==> src/modbus_tcp_register_slave_core_assert.svh <==
// Assertion macros for the modbus TCP slave RTL, used by mbtcp_engine.
`ifndef MODBUS_TCP_REGISTER_SLAVE_CORE_ASSERT_SVH
`define MODBUS_TCP_REGISTER_SLAVE_CORE_ASSERT_SVH

// Same-cycle implication, disabled while reset is high.
`define MBTCP_ASSERT_IMP(label, clock, reset, ante, cons, msg) \
  label: assert property (@(posedge clock) disable iff (reset) (ante) |-> (cons)) \
    else $error(msg);

// Next-cycle implication, disabled while reset is high.
`define MBTCP_ASSERT_NXT(label, clock, reset, ante, cons, msg) \
  label: assert property (@(posedge clock) disable iff (reset) (ante) |=> (cons)) \
    else $error(msg);

`endif

==> src/mbtcp_pkg.sv <==
`timescale 1ns / 1ps
`default_nettype none

package mbtcp_pkg;

  localparam int unsigned MAX_REGS_PER_REQUEST = 125;
  localparam int unsigned FRAME_BYTES          = 256;

  localparam int unsigned MAP_WORDS = 38;
  localparam int unsigned MAP_IDX_W = $clog2(MAP_WORDS);
  localparam logic [MAP_IDX_W-1:0] MAP_WORDS_IDX  = MAP_IDX_W'(MAP_WORDS);
  localparam logic [15:0]          MAP_WORDS_ADDR = 16'(MAP_WORDS);

  localparam logic [15:0] ADDR_COUNTER      = 16'd1;
  localparam logic [15:0] ADDR_SYSTEM_STATE = 16'd38;
  localparam logic [15:0] ADDR_AUX_PARAM    = 16'd39;

  localparam logic OP_RECEIVE = 1'b0;
  localparam logic OP_PULL    = 1'b1;

  localparam logic [7:0] FC_READ_HOLDING    = 8'h03;
  localparam logic [7:0] FC_READ_INPUT      = 8'h04;
  localparam logic [7:0] FC_WRITE_SINGLE    = 8'h06;
  localparam logic [7:0] FC_WRITE_MULTIPLE  = 8'h10;
  localparam logic [7:0] FC_READ_WRITE      = 8'h17;
  localparam logic [7:0] FC_EXCEPTION_BIT   = 8'h80;
  localparam logic [7:0] EXC_ILLEGAL_VALUE  = 8'h03;

  typedef struct packed {
    logic        operation;
    logic [7:0]  rx_byte;
    logic [15:0] system_state;
    logic [15:0] aux_param_value;
  } req_t;

  typedef struct packed {
    logic [7:0] tx_byte;
    logic       last_byte;
  } rsp_t;

  typedef struct packed {
    logic                 en;
    logic [MAP_IDX_W-1:0] idx;
    logic [15:0]          data;
  } mem_wr_t;

endpackage

`default_nettype wire

==> src/mbtcp_regmem.sv <==
`timescale 1ns / 1ps
`default_nettype none

module mbtcp_regmem (
  input  wire logic                             clk,
  input  wire logic                             rst,
  input  wire mbtcp_pkg::mem_wr_t               wr,
  input  wire logic [mbtcp_pkg::MAP_IDX_W-1:0]  rd_idx,
  output logic [15:0]                           rd_data
);

  logic [15:0]                       mem [0:mbtcp_pkg::MAP_WORDS-1];
  logic [mbtcp_pkg::MAP_WORDS-1:0]   written;
  logic [15:0]                       rd_q;
  logic                              rd_written;
  logic                              rd_in_map;

  assign rd_in_map = (rd_idx < mbtcp_pkg::MAP_WORDS_IDX);

  always_ff @(posedge clk) begin
    if (wr.en) begin
      mem[wr.idx] <= wr.data;
    end
    if (rd_in_map) begin
      rd_q <= mem[rd_idx];
    end
  end

  // A word never written since reset reads as zero.
  always_ff @(posedge clk) begin
    if (rst) begin
      written    <= '0;
      rd_written <= 1'b0;
    end else begin
      if (wr.en) begin
        written[wr.idx] <= 1'b1;
      end
      rd_written <= rd_in_map ? written[rd_idx] : 1'b0;
    end
  end

  assign rd_data = rd_written ? rd_q : 16'h0000;

endmodule

`default_nettype wire

==> src/mbtcp_engine.sv <==
`timescale 1ns / 1ps
`default_nettype none

`include "modbus_tcp_register_slave_core_assert.svh"

module mbtcp_engine (
  input  wire logic                             clk,
  input  wire logic                             rst,
  input  wire logic                             item_valid,
  input  wire mbtcp_pkg::req_t                  item,
  input  wire logic                             step,
  output logic                                  res_valid,
  output mbtcp_pkg::rsp_t                       res,
  output mbtcp_pkg::mem_wr_t                    mem_wr,
  output logic [mbtcp_pkg::MAP_IDX_W-1:0]       mem_rd_idx,
  input  wire logic [15:0]                      mem_rd_data
);

  function automatic logic count_bad(input logic [15:0] n);
    return (n == 16'h0000) || (n > 16'(mbtcp_pkg::MAX_REGS_PER_REQUEST));
  endfunction

  // Frame and response state.
  logic [15:0] access_counter,   access_counter_next;
  logic [15:0] transaction_id,   transaction_id_next;
  logic [15:0] protocol_id,      protocol_id_next;
  logic [15:0] pdu_length,       pdu_length_next;
  logic [7:0]  unit_id,          unit_id_next;
  logic [7:0]  function_code,    function_code_next;
  logic [16:0] byte_position,    byte_position_next;
  logic [15:0] start_addr,       start_addr_next;
  logic [15:0] count_val,        count_val_next;
  logic [15:0] wr_start,         wr_start_next;
  logic [15:0] wr_count,         wr_count_next;
  logic [15:0] byte_count,       byte_count_next;
  logic [7:0]  data_high_hold,   data_high_hold_next;
  logic [8:0]  response_position, response_position_next;
  logic        response_pending, response_pending_next;
  logic        exception_flag,   exception_flag_next;
  logic        frame_ok,         frame_ok_next;
  logic [15:0] rd_addr,          rd_addr_next;

  // Working values.
  logic        frame_start;
  logic [15:0] start_c, count_c, wr_start_c, wr_count_c, byte_count_c;
  logic        ok_c, exc_c;
  logic [7:0]  fc_c, unit_c, b;
  logic [16:0] q, d, pos_inc, pdu_end;
  logic [15:0] base;
  logic        do_shift, do_take;
  logic        wr_any;
  logic [15:0] wr_addr, wr_data;
  logic        read_resp;
  logic [9:0]  resp_len, mbap_len, total_len, r_inc;
  logic [8:0]  r_hdr, r_dat, rd_rel;
  logic [15:0] pair_word, rd_word;
  logic [7:0]  tx_val;
  logic        is_last;
  logic        pull_active;

  assign b           = item.rx_byte;
  assign frame_start = (byte_position == 17'd0);
  assign read_resp   = !exception_flag && (function_code != mbtcp_pkg::FC_WRITE_SINGLE)
                       && (function_code != mbtcp_pkg::FC_WRITE_MULTIPLE);
  assign pull_active = item_valid && (item.operation == mbtcp_pkg::OP_PULL)
                       && response_pending;

  // The first byte of a frame sees the request fields already cleared.
  assign start_c      = frame_start ? 16'h0000 : start_addr;
  assign count_c      = frame_start ? 16'h0000 : count_val;
  assign wr_start_c   = frame_start ? 16'h0000 : wr_start;
  assign wr_count_c   = frame_start ? 16'h0000 : wr_count;
  assign byte_count_c = frame_start ? 16'h0000 : byte_count;
  assign ok_c         = frame_start ? 1'b1 : frame_ok;
  assign exc_c        = frame_start ? 1'b0 : exception_flag;
  assign fc_c         = frame_start ? 8'h00 : function_code;
  assign unit_c       = frame_start ? 8'h00 : unit_id;

  // Word selected by the registered read address.
  always_comb begin
    priority if (rd_addr == mbtcp_pkg::ADDR_COUNTER) begin
      rd_word = access_counter + 16'd1;
    end else if (rd_addr < mbtcp_pkg::MAP_WORDS_ADDR) begin
      rd_word = mem_rd_data;
    end else if (rd_addr == mbtcp_pkg::ADDR_SYSTEM_STATE) begin
      rd_word = item.system_state;
    end else if (rd_addr == mbtcp_pkg::ADDR_AUX_PARAM) begin
      rd_word = item.aux_param_value;
    end else begin
      rd_word = 16'h0000;
    end
  end

  // Response byte for the current position.
  always_comb begin
    if (exception_flag) begin
      resp_len = 10'd2;
    end else if (!read_resp) begin
      resp_len = 10'd5;
    end else begin
      resp_len = 10'd2 + {1'b0, count_val[7:0], 1'b0};
    end
    mbap_len  = resp_len + 10'd1;
    total_len = resp_len + 10'd7;
    r_inc     = {1'b0, response_position} + 10'd1;
    is_last   = (r_inc >= total_len);
    r_hdr     = response_position - 9'd8;
    r_dat     = response_position - 9'd9;
    pair_word = r_hdr[1] ? count_val : start_addr;

    priority if (response_position == 9'd0) begin
      tx_val = transaction_id[15:8];
    end else if (response_position == 9'd1) begin
      tx_val = transaction_id[7:0];
    end else if (response_position == 9'd2) begin
      tx_val = protocol_id[15:8];
    end else if (response_position == 9'd3) begin
      tx_val = protocol_id[7:0];
    end else if (response_position == 9'd4) begin
      tx_val = {6'b000000, mbap_len[9:8]};
    end else if (response_position == 9'd5) begin
      tx_val = mbap_len[7:0];
    end else if (response_position == 9'd6) begin
      tx_val = unit_id;
    end else if (response_position == 9'd7) begin
      tx_val = exception_flag ? (function_code | mbtcp_pkg::FC_EXCEPTION_BIT)
                              : function_code;
    end else if (exception_flag) begin
      tx_val = mbtcp_pkg::EXC_ILLEGAL_VALUE;
    end else if (!read_resp) begin
      tx_val = r_hdr[0] ? pair_word[7:0] : pair_word[15:8];
    end else if (response_position == 9'd8) begin
      tx_val = {count_val[6:0], 1'b0};
    end else if (!r_dat[0]) begin
      tx_val = rd_word[15:8];
    end else begin
      tx_val = data_high_hold;
    end

    res_valid     = pull_active;
    res.tx_byte   = tx_val;
    res.last_byte = is_last;
  end

  always_comb begin
    access_counter_next    = access_counter;
    transaction_id_next    = transaction_id;
    protocol_id_next       = protocol_id;
    pdu_length_next        = pdu_length;
    unit_id_next           = unit_id;
    function_code_next     = function_code;
    byte_position_next     = byte_position;
    start_addr_next        = start_addr;
    count_val_next         = count_val;
    wr_start_next          = wr_start;
    wr_count_next          = wr_count;
    byte_count_next        = byte_count;
    data_high_hold_next    = data_high_hold;
    response_position_next = response_position;
    response_pending_next  = response_pending;
    exception_flag_next    = exception_flag;
    frame_ok_next          = frame_ok;
    q        = byte_position - 17'd8;
    d        = 17'd0;
    base     = 16'h0000;
    do_shift = 1'b0;
    do_take  = 1'b0;
    wr_any   = 1'b0;
    wr_addr  = 16'h0000;
    wr_data  = 16'h0000;
    pos_inc  = byte_position + 17'd1;
    pdu_end  = 17'd0;

    if (step && (item.operation == mbtcp_pkg::OP_RECEIVE)) begin
      // A received byte drops whatever is left of a pending response.
      response_pending_next = 1'b0;
      start_addr_next       = start_c;
      count_val_next        = count_c;
      wr_start_next         = wr_start_c;
      wr_count_next         = wr_count_c;
      byte_count_next       = byte_count_c;
      frame_ok_next         = ok_c;
      exception_flag_next   = exc_c;
      function_code_next    = fc_c;
      unit_id_next          = unit_c;

      if (byte_position < 17'd6) begin
        unique case (byte_position[2:0])
          3'd0: transaction_id_next = {b, 8'h00};
          3'd1: transaction_id_next = transaction_id | {8'h00, b};
          3'd2: protocol_id_next    = {b, 8'h00};
          3'd3: protocol_id_next    = protocol_id | {8'h00, b};
          3'd4: pdu_length_next     = {b, 8'h00};
          default: begin
            pdu_length_next = pdu_length | {8'h00, b};
            if ((protocol_id != 16'h0000) ||
                (({1'b0, pdu_length_next} + 17'd6) > 17'(mbtcp_pkg::FRAME_BYTES))) begin
              frame_ok_next = 1'b0;
            end
          end
        endcase
      end else if (byte_position == 17'd6) begin
        unit_id_next = b;
      end else if (byte_position == 17'd7) begin
        function_code_next = b;
        priority if ((b == mbtcp_pkg::FC_READ_HOLDING) || (b == mbtcp_pkg::FC_READ_INPUT) ||
                     (b == mbtcp_pkg::FC_WRITE_SINGLE)) begin
          if (pdu_length < 16'd6) frame_ok_next = 1'b0;
        end else if (b == mbtcp_pkg::FC_WRITE_MULTIPLE) begin
          if (pdu_length < 16'd7) frame_ok_next = 1'b0;
        end else if (b == mbtcp_pkg::FC_READ_WRITE) begin
          if (pdu_length < 16'd11) frame_ok_next = 1'b0;
        end else begin
          frame_ok_next = 1'b0;
        end
      end else if (ok_c) begin
        unique case (fc_c)
          mbtcp_pkg::FC_READ_HOLDING, mbtcp_pkg::FC_READ_INPUT,
          mbtcp_pkg::FC_WRITE_SINGLE: begin
            do_shift = (q < 17'd4);
            if (q == 17'd3) begin
              if (fc_c == mbtcp_pkg::FC_WRITE_SINGLE) begin
                wr_any  = 1'b1;
                wr_addr = start_c;
                wr_data = {count_c[7:0], b};
              end else begin
                exception_flag_next = count_bad({count_c[7:0], b});
              end
            end
          end
          mbtcp_pkg::FC_WRITE_MULTIPLE: begin
            if (q < 17'd4) begin
              do_shift = 1'b1;
            end else if (q == 17'd4) begin
              byte_count_next = {8'h00, b};
              if (count_bad(count_c) || ({9'h000, b} != {count_c, 1'b0})) begin
                exception_flag_next = 1'b1;
              end else if (pdu_length < (16'd7 + {8'h00, b})) begin
                frame_ok_next = 1'b0;
              end
            end else begin
              do_take = 1'b1;
              d       = q - 17'd5;
              base    = start_c;
            end
          end
          mbtcp_pkg::FC_READ_WRITE: begin
            if (q < 17'd8) begin
              do_shift = 1'b1;
            end else if (q == 17'd8) begin
              byte_count_next = {8'h00, b};
              if (count_bad(count_c) || count_bad(wr_count_c) ||
                  ({9'h000, b} != {wr_count_c, 1'b0})) begin
                exception_flag_next = 1'b1;
              end else if (pdu_length < (16'd11 + {8'h00, b})) begin
                frame_ok_next = 1'b0;
              end
            end else begin
              do_take = 1'b1;
              d       = q - 17'd9;
              base    = wr_start_c;
            end
          end
          default: ;
        endcase
      end

      // Header fields of the request come in big-endian, two bytes each.
      if (do_shift) begin
        unique case (q[2:1])
          2'd0: start_addr_next = {start_c[7:0], b};
          2'd1: count_val_next  = {count_c[7:0], b};
          2'd2: wr_start_next   = {wr_start_c[7:0], b};
          2'd3: wr_count_next   = {wr_count_c[7:0], b};
        endcase
      end

      if (do_take && !exc_c && (d < {1'b0, byte_count_c})) begin
        if (!d[0]) begin
          data_high_hold_next = b;
        end else begin
          wr_any  = 1'b1;
          wr_addr = base + {9'h000, d[7:1]};
          wr_data = {data_high_hold, b};
        end
      end

      if (wr_any) begin
        access_counter_next = access_counter + 16'd1;
      end

      pdu_end = {1'b0, pdu_length_next} + 17'd6;
      if ((pos_inc >= 17'd6) && (pos_inc == pdu_end)) begin
        if (frame_ok_next && (pdu_length_next >= 16'd2)) begin
          response_pending_next  = 1'b1;
          response_position_next = 9'd0;
        end
        byte_position_next = 17'd0;
      end else begin
        byte_position_next = pos_inc;
      end
    end else if (step && pull_active) begin
      // The high byte of each read value fetches the word and holds its low byte.
      if (read_resp && (response_position > 9'd8) && !r_dat[0]) begin
        access_counter_next = access_counter + 16'd1;
        data_high_hold_next = rd_word[7:0];
      end
      if (is_last) begin
        response_pending_next  = 1'b0;
        response_position_next = 9'd0;
      end else begin
        response_position_next = r_inc[8:0];
      end
    end

    // Address for the next pull, known once this beat's state is settled.
    rd_rel       = response_position_next - 9'd9;
    rd_addr_next = start_addr_next + {8'h00, rd_rel[8:1]};
  end

  assign mem_wr.en   = wr_any && (wr_addr < mbtcp_pkg::MAP_WORDS_ADDR);
  assign mem_wr.idx  = wr_addr[mbtcp_pkg::MAP_IDX_W-1:0];
  assign mem_wr.data = wr_data;
  assign mem_rd_idx  = rd_addr_next[mbtcp_pkg::MAP_IDX_W-1:0];

  always_ff @(posedge clk) begin
    if (rst) begin
      access_counter    <= 16'h0000;
      transaction_id    <= 16'h0000;
      protocol_id       <= 16'h0000;
      pdu_length        <= 16'h0000;
      unit_id           <= 8'h00;
      function_code     <= 8'h00;
      byte_position     <= 17'd0;
      start_addr        <= 16'h0000;
      count_val         <= 16'h0000;
      wr_start          <= 16'h0000;
      wr_count          <= 16'h0000;
      byte_count        <= 16'h0000;
      data_high_hold    <= 8'h00;
      response_position <= 9'd0;
      response_pending  <= 1'b0;
      exception_flag    <= 1'b0;
      frame_ok          <= 1'b0;
    end else begin
      access_counter    <= access_counter_next;
      transaction_id    <= transaction_id_next;
      protocol_id       <= protocol_id_next;
      pdu_length        <= pdu_length_next;
      unit_id           <= unit_id_next;
      function_code     <= function_code_next;
      byte_position     <= byte_position_next;
      start_addr        <= start_addr_next;
      count_val         <= count_val_next;
      wr_start          <= wr_start_next;
      wr_count          <= wr_count_next;
      byte_count        <= byte_count_next;
      data_high_hold    <= data_high_hold_next;
      response_position <= response_position_next;
      response_pending  <= response_pending_next;
      exception_flag    <= exception_flag_next;
      frame_ok          <= frame_ok_next;
    end
  end

  always_ff @(posedge clk) begin
    rd_addr <= rd_addr_next;
  end

  `MBTCP_ASSERT_IMP(a_pending_frame_ok, clk, rst, response_pending, frame_ok, "response pending on a rejected frame")
  `MBTCP_ASSERT_IMP(a_read_count_legal, clk, rst, response_pending && read_resp, !count_bad(count_val), "read response with illegal count")
  `MBTCP_ASSERT_IMP(a_write_on_receive, clk, rst, mem_wr.en, step && (item.operation == mbtcp_pkg::OP_RECEIVE), "register write outside a receive beat")
  `MBTCP_ASSERT_NXT(a_last_ends_resp, clk, rst, step && res_valid && res.last_byte, !response_pending, "response still pending after its last byte")

endmodule

`default_nettype wire

==> src/modbus_tcp_register_slave_core.sv <==
// A pull beat is first registered in the input stage, then its byte in the output register.
// Throughput: one beat per cycle, receive or pull, unless the response side stalls a pull beat.
// Back-pressure on the response side stalls the input stage only when it holds a pull result.
// Reset (synchronous, active high) clears all frame and response state and the access
// counter; the register map reads zero until each word is written, with no clearing pass.
`timescale 1ns / 1ps
`default_nettype none

module modbus_tcp_register_slave_core (
  input  wire logic            clk,
  input  wire logic            rst,
  input  wire logic            req_valid,
  output logic                 req_ready,
  input  wire mbtcp_pkg::req_t req,
  output logic                 rsp_valid,
  input  wire logic            rsp_ready,
  output mbtcp_pkg::rsp_t      rsp
);

  logic                                 s1_valid;
  mbtcp_pkg::req_t                      s1_item;
  logic                                 s1_go;
  logic                                 step;
  logic                                 eng_res_valid;
  mbtcp_pkg::rsp_t                      eng_res;
  mbtcp_pkg::mem_wr_t                   mem_wr;
  logic [mbtcp_pkg::MAP_IDX_W-1:0]      mem_rd_idx;
  logic [15:0]                          mem_rd_data;

  // The held beat moves on unless it carries a result and the output register is full and not taken.
  assign s1_go     = !eng_res_valid || !rsp_valid || rsp_ready;
  assign step      = s1_valid && s1_go;
  assign req_ready = !s1_valid || s1_go;

  always_ff @(posedge clk) begin
    if (rst) begin
      s1_valid <= 1'b0;
    end else if (req_ready) begin
      s1_valid <= req_valid;
    end
  end

  always_ff @(posedge clk) begin
    if (req_ready) begin
      s1_item <= req;
    end
  end

  always_ff @(posedge clk) begin
    if (rst) begin
      rsp_valid <= 1'b0;
    end else begin
      rsp_valid <= (step && eng_res_valid) || (rsp_valid && !rsp_ready);
    end
  end

  always_ff @(posedge clk) begin
    if (step && eng_res_valid) begin
      rsp <= eng_res;
    end
  end

  mbtcp_engine u_engine (
    .clk         (clk),
    .rst         (rst),
    .item_valid  (s1_valid),
    .item        (s1_item),
    .step        (step),
    .res_valid   (eng_res_valid),
    .res         (eng_res),
    .mem_wr      (mem_wr),
    .mem_rd_idx  (mem_rd_idx),
    .mem_rd_data (mem_rd_data)
  );

  mbtcp_regmem u_regmem (
    .clk     (clk),
    .rst     (rst),
    .wr      (mem_wr),
    .rd_idx  (mem_rd_idx),
    .rd_data (mem_rd_data)
  );

endmodule

`default_nettype wire

==> config.mk <==
export PLATFORM = sky130hd
export DESIGN_NAME = modbus_tcp_register_slave_core
export DESIGN_NICKNAME = d
export VERILOG_FILES = /design/src/mbtcp_pkg.sv /design/src/mbtcp_regmem.sv /design/src/mbtcp_engine.sv /design/src/modbus_tcp_register_slave_core.sv
export VERILOG_INCLUDE_DIRS = /design/src /design/src/src
export SDC_FILE = /design/constraint.sdc
export NUM_CORES = 2
export LEC_CHECK = 0
export ABC_AREA = 1
export BUFFER_PORTS_ARGS = -buffer_cell sky130_fd_sc_hd__buf_2
export CORE_MARGIN = 8
export CORE_UTILIZATION = 35
export CTS_BUF_LIST = sky130_fd_sc_hd__clkbuf_8
export CTS_CLUSTER_SIZE = 10
export DETAILED_ROUTE_END_ITERATION = 8
export MAX_ROUTING_LAYER = met4
export SYNTH_ARGS = -nofsm -noshare
export SYNTH_HDL_FRONTEND = slang
export SYNTH_HIERARCHICAL = 1
export SYNTH_SLANG_ARGS = --single-unit
==> constraint.sdc <==
create_clock -name clk -period 7.1 [get_ports clk]
set_input_delay 1.42 -clock clk [delete_from_list [all_inputs] [get_ports clk]]
set_output_delay 1.42 -clock clk [all_outputs]
set_load 0.005 [all_outputs]
==> flow_metrics.env <==
export IMPL_pin_count=56
export IMPL_place_ws_ns=-0.151
export IMPL_dp_cells=7408
export IMPL_critPathArrivalTime_ns=7.36
export IMPL_avgSynthCellArea_sq_um=8.37
export IMPL_cts_path_max_buffers=3
export IMPL_status="finished, final reports clean"
export IMPL_postSynthCellCount=5711
export IMPL_power_per_cell_area_nw_per_um2=217
export IMPL_fin_nets=5921
export IMPL_cts_tree="done"
export IMPL_fin_skew_ns=0.0710
export IMPL_path_buf_inv=5
export IMPL_gp_congestion=0.923
export IMPL_syn_num_nets=5841
export IMPL_postSynth_asyncResetShare_pct=0
export IMPL_fmax_mhz=148
export IMPL_avgRoutedWirePerCell_um=20.0
export IMPL_areaGrowthSynthToFinish_pct=11.9
export IMPL_yosysWarnings=6
export IMPL_vias=40592
export IMPL_cts_buffers=154
export IMPL_r2r_slack_ns=0.35
export IMPL_regToRegEndpoint="u_regmem/rd_q[6]$_DFFE_PN_"
export IMPL_grt_overflow=0
export IMPL_postCtsHoldBufs=0
export IMPL_ys_ff_latch=928
export IMPL_floorplan_initialDensity_pct=35.3
export IMPL_grt_util_all_layers_pct=20.7
export IMPL_drc=0
export IMPL_irDropWorstVdd_mv=0.189
export IMPL_dpl_cell_area_sq_um=50300
export IMPL_path_delay_family="simple AND/OR/NAND/NOR gates"
export IMPL_min_delay_start="u_engine/byte_count[10]$_SDFFE_PP0P_"
export IMPL_first_global_vias=37949
export IMPL_hpwlAfterDp_um=101000
export IMPL_drt_initial_drc_count=4561
export IMPL_critPathCaptureType="flop"
export IMPL_cpMaxStageDelayCell="fa_4"
export IMPL_setup_ws_ns=0.355
export IMPL_synth_flop_cell="edfxtp_1"
export IMPL_grt_max_degree=128
export IMPL_core_sq_um=136000
export IMPL_die_area_sq_um=149000
export IMPL_insertion_delay_ns=0.88
export IMPL_clkSinkCount=928
export IMPL_cp_start_kind="flop"
export IMPL_yosysSeqAreaShare_pct=52.9
export IMPL_final_hold_viol_count=0
export IMPL_period_share_pct=95.0
export IMPL_worstSetupPathType="reg -> reg"
export IMPL_path_max_fanout=67
export IMPL_numPortBuffers=55
export IMPL_holdPathEnd="u_engine/byte_count[10]$_SDFFE_PP0P_"
export IMPL_crit_required_ns=7.72
export IMPL_relSlewSlack_pct=16.3
export IMPL_setup_viol_count_final=0
export IMPL_netlist_area_sq_um=47800
export IMPL_fp_dieH_um=386
export IMPL_hold_depth=2
export IMPL_ant_nets=0
export IMPL_fillers=13746
export IMPL_worstReg2RegStart="u_engine/function_code[7]$_SDFFE_PP0P_"
export IMPL_drive_gt1_share_pct=10.1
export IMPL_period_needed_ns=6.75
export IMPL_clockRootBuffer="clkbuf_8"
export IMPL_cp_slowest_stage_delay_ns=0.85
export IMPL_htreeDepth=4
export IMPL_wl_um=154000
export IMPL_drv_slew=0
export IMPL_grt_pass1_wl_um=233000
export IMPL_power_leakage_nw=21.1
export IMPL_clk_pin_slew_ns=0.06
export IMPL_antenna_found_initial=3
export IMPL_dieWidth_um=386
export IMPL_via_per_inst=5.27
export IMPL_synth_distinct_cells=67
export IMPL_synth_top_area_share_pct=42.3
export IMPL_instances_no_fill=7703
export IMPL_worst_pin_slew_ns=1.25
export IMPL_synth_edff_count=674
export IMPL_hold_path_class="reg -> reg"
export IMPL_yosys_top_cells_area="edfxtp_1 42%, nand2_1 13%, dfxtp_1 11%"
export IMPL_reg2reg_depth=34
export IMPL_rows=135
export IMPL_synth_top_area_cell="edfxtp_1"
export IMPL_stdcell_area_sq_um=53500
export IMPL_drv_cap=0
export IMPL_dr_pass1_iters=5
[sequential cells by signal, indices dropped and copies added (netlist names), 9 cells and up]
| name | count |
|---|---|
| rsp | 9 |
| u_engine/transaction_id | 16 |
| u_engine/pdu_length | 16 |
| u_engine/rd_addr | 16 |
| u_engine/wr_start | 16 |
| u_engine/count_val | 16 |
| u_engine/response_position | 9 |
| u_engine/wr_count | 16 |
| u_regmem/rd_q | 16 |
| u_engine/protocol_id | 16 |
| u_engine/byte_position | 17 |
| s1_item | 41 |
| u_engine/access_counter | 16 |
| u_regmem/written | 38 |
| u_regmem/mem | 608 |
| u_engine/byte_count | 16 |
| u_engine/start_addr | 16 |
[power breakdown]
group          internal [mW]  switching (mW)  total, mW  leakage, nW
combinational          0.315           0.817       1.13         12.4
sequential              5.83          0.0609       5.89         6.91
clock                   2.32            2.27       4.59         1.74
total                   8.47            3.14       11.6         21.1
[worst max-delay path by stage]
stage	startpoint	endpoint	slack [ns]	cells after the start
6_report	u_engine/function_code[7]$_SDFFE_PP0P_	u_regmem/rd_q[6]$_DFFE_PN_	0.35	34
5_1_grt	u_engine/byte_position[3]$_SDFFE_PP0P_	u_regmem/mem[13][13]$_DFFE_PP_	-0.0006	36
4_1_cts	u_engine/function_code[1]$_SDFFE_PP0P_	u_regmem/rd_q[15]$_DFFE_PN_	0.03	33
3_5_place_dp	u_engine/function_code[7]$_SDFFE_PP0P_	u_regmem/rd_q[1]$_DFFE_PN_	-0.15	33
3_3_place_gp	u_engine/function_code[7]$_SDFFE_PP0P_	u_regmem/rd_q[4]$_DFFE_PN_	-0.24	33
2_1_floorplan	u_engine/byte_position[1]$_SDFFE_PP0P_	u_regmem/mem[30][0]$_DFFE_PP_	0.25	35
[routing by layer]
metal | routed length [um] | part of all wire, % | vias to the layer above | GRT usage (%)
li1 | - | - | 19244 | -
met1 | 67300 | 44 | 19332 | 27.9
met2 | 69300 | 45 | 1742 | 31.4
met3 | 12000 | 7.8 | 274 | 3.17
met4 | 5250 | 3.4 | 0 | 7.68
met5 | 0 | 0 | - | -
[through the flow]
step	power (mW)	hold slack (ns)	util [%]	setup TNS (ns)
6_report	11.6	0.443	39.4	0
4_1_cts	11.7	0.444	39.3	0
3_5_place_dp	7.12	0.435	37.1	-0.498
3_3_place_gp	7.11	0.433	37.1	-1.52
2_1_floorplan	6.69	0.425	-	0
5_1_grt	12.0	0.471	39.4	-0.000645
[cell usage after synthesis, types with 7 or more instances]
master    count
a211oi_1     20
a21oi_1     378
a221oi_1      9
a22oi_1       7
a31oi_1      11
buf_1        28
buf_2        82
buf_4        32
buf_6        22
clkbuf_1    112
clkinv_1     10
dfxtp_1     254
edfxtp_1    674
ha_1         83
inv_1       462
inv_2        21
nand2_1    1671
nand2_2      29
nand3_1     425
nand3b_1     16
nand4_1      54
nor2_1      590
nor2_2       24
nor2_4       19
nor3_1       61
nor4_1       18
o211ai_1     43
o21ai_0     302
o21ai_1      24
o21ai_2      12
o21bai_1     10
o22ai_1      43
or2_2         8
xnor2_1      10
xor2_1       78
[kinds of logic after synthesis]
logic type	share of synthesized area, %
simple gates	25.8
flops	52.9
compound gates	10.4
buf+inv	6.92
xor+xnor	1.61
fa+ha+maj	2.26
[final cells by class]
cell class	count	area (sq um)	area share [%]
clock inverter	116	642	1.20
sequential	928	25300	47.3
antenna	2	5.00	0.00935
multi-input combinational	4010	19600	36.5
clock buffer	169	2330	4.35
inverter	496	1890	3.53
timing repair buffer	201	1540	2.87
tap	1781	2230	4.16
[worst reg2reg max path, delay by kind of cell, from the launching register on]
family | cells | cell delay, ns
AOI/OAI and AO/OA | 6 | 0.87
xor gates and xnor gates | 1 | 0.17
adders and majority gates | 5 | 1.76
buffers and inverters | 5 | 0.75
DFF | 1 | 0.33
and+or+nand+nor | 17 | 2.63
[repair_timing]
item | 4_1_cts | 5_1_grt
resized for setup | 4 | 31
endpoints found under the hold margin | 0 | 0
gates cloned | 0 | 0
pin swaps | 0 | 3
setup buffers | 0 | 8
setup endpoints to repair | 12 | 647
[cell usage in the layout (no fill, tap or decap), types with 25 or more instances in the layout]
| cell | instances |
|---|---|
| nand3_1 | 425 |
| o21ai_1 | 25 |
| o211ai_1 | 43 |
| edfxtp_1 | 674 |
| a21oi_1 | 377 |
| o21ai_0 | 300 |
| o22ai_1 | 43 |
| nand2_2 | 31 |
| clkinv_1 | 33 |
| nor2_1 | 580 |
| dfxtp_1 | 252 |
| nor2_2 | 25 |
| nor2_4 | 28 |
| nand2_1 | 1669 |
| nor3_1 | 46 |
| nand4_1 | 54 |
| clkbuf_8 | 169 |
| buf_4 | 132 |
| ha_1 | 81 |
| inv_1 | 521 |
| buf_2 | 54 |
| xor2_1 | 75 |
No activity file was read; power rests on OpenSTA's default activity.
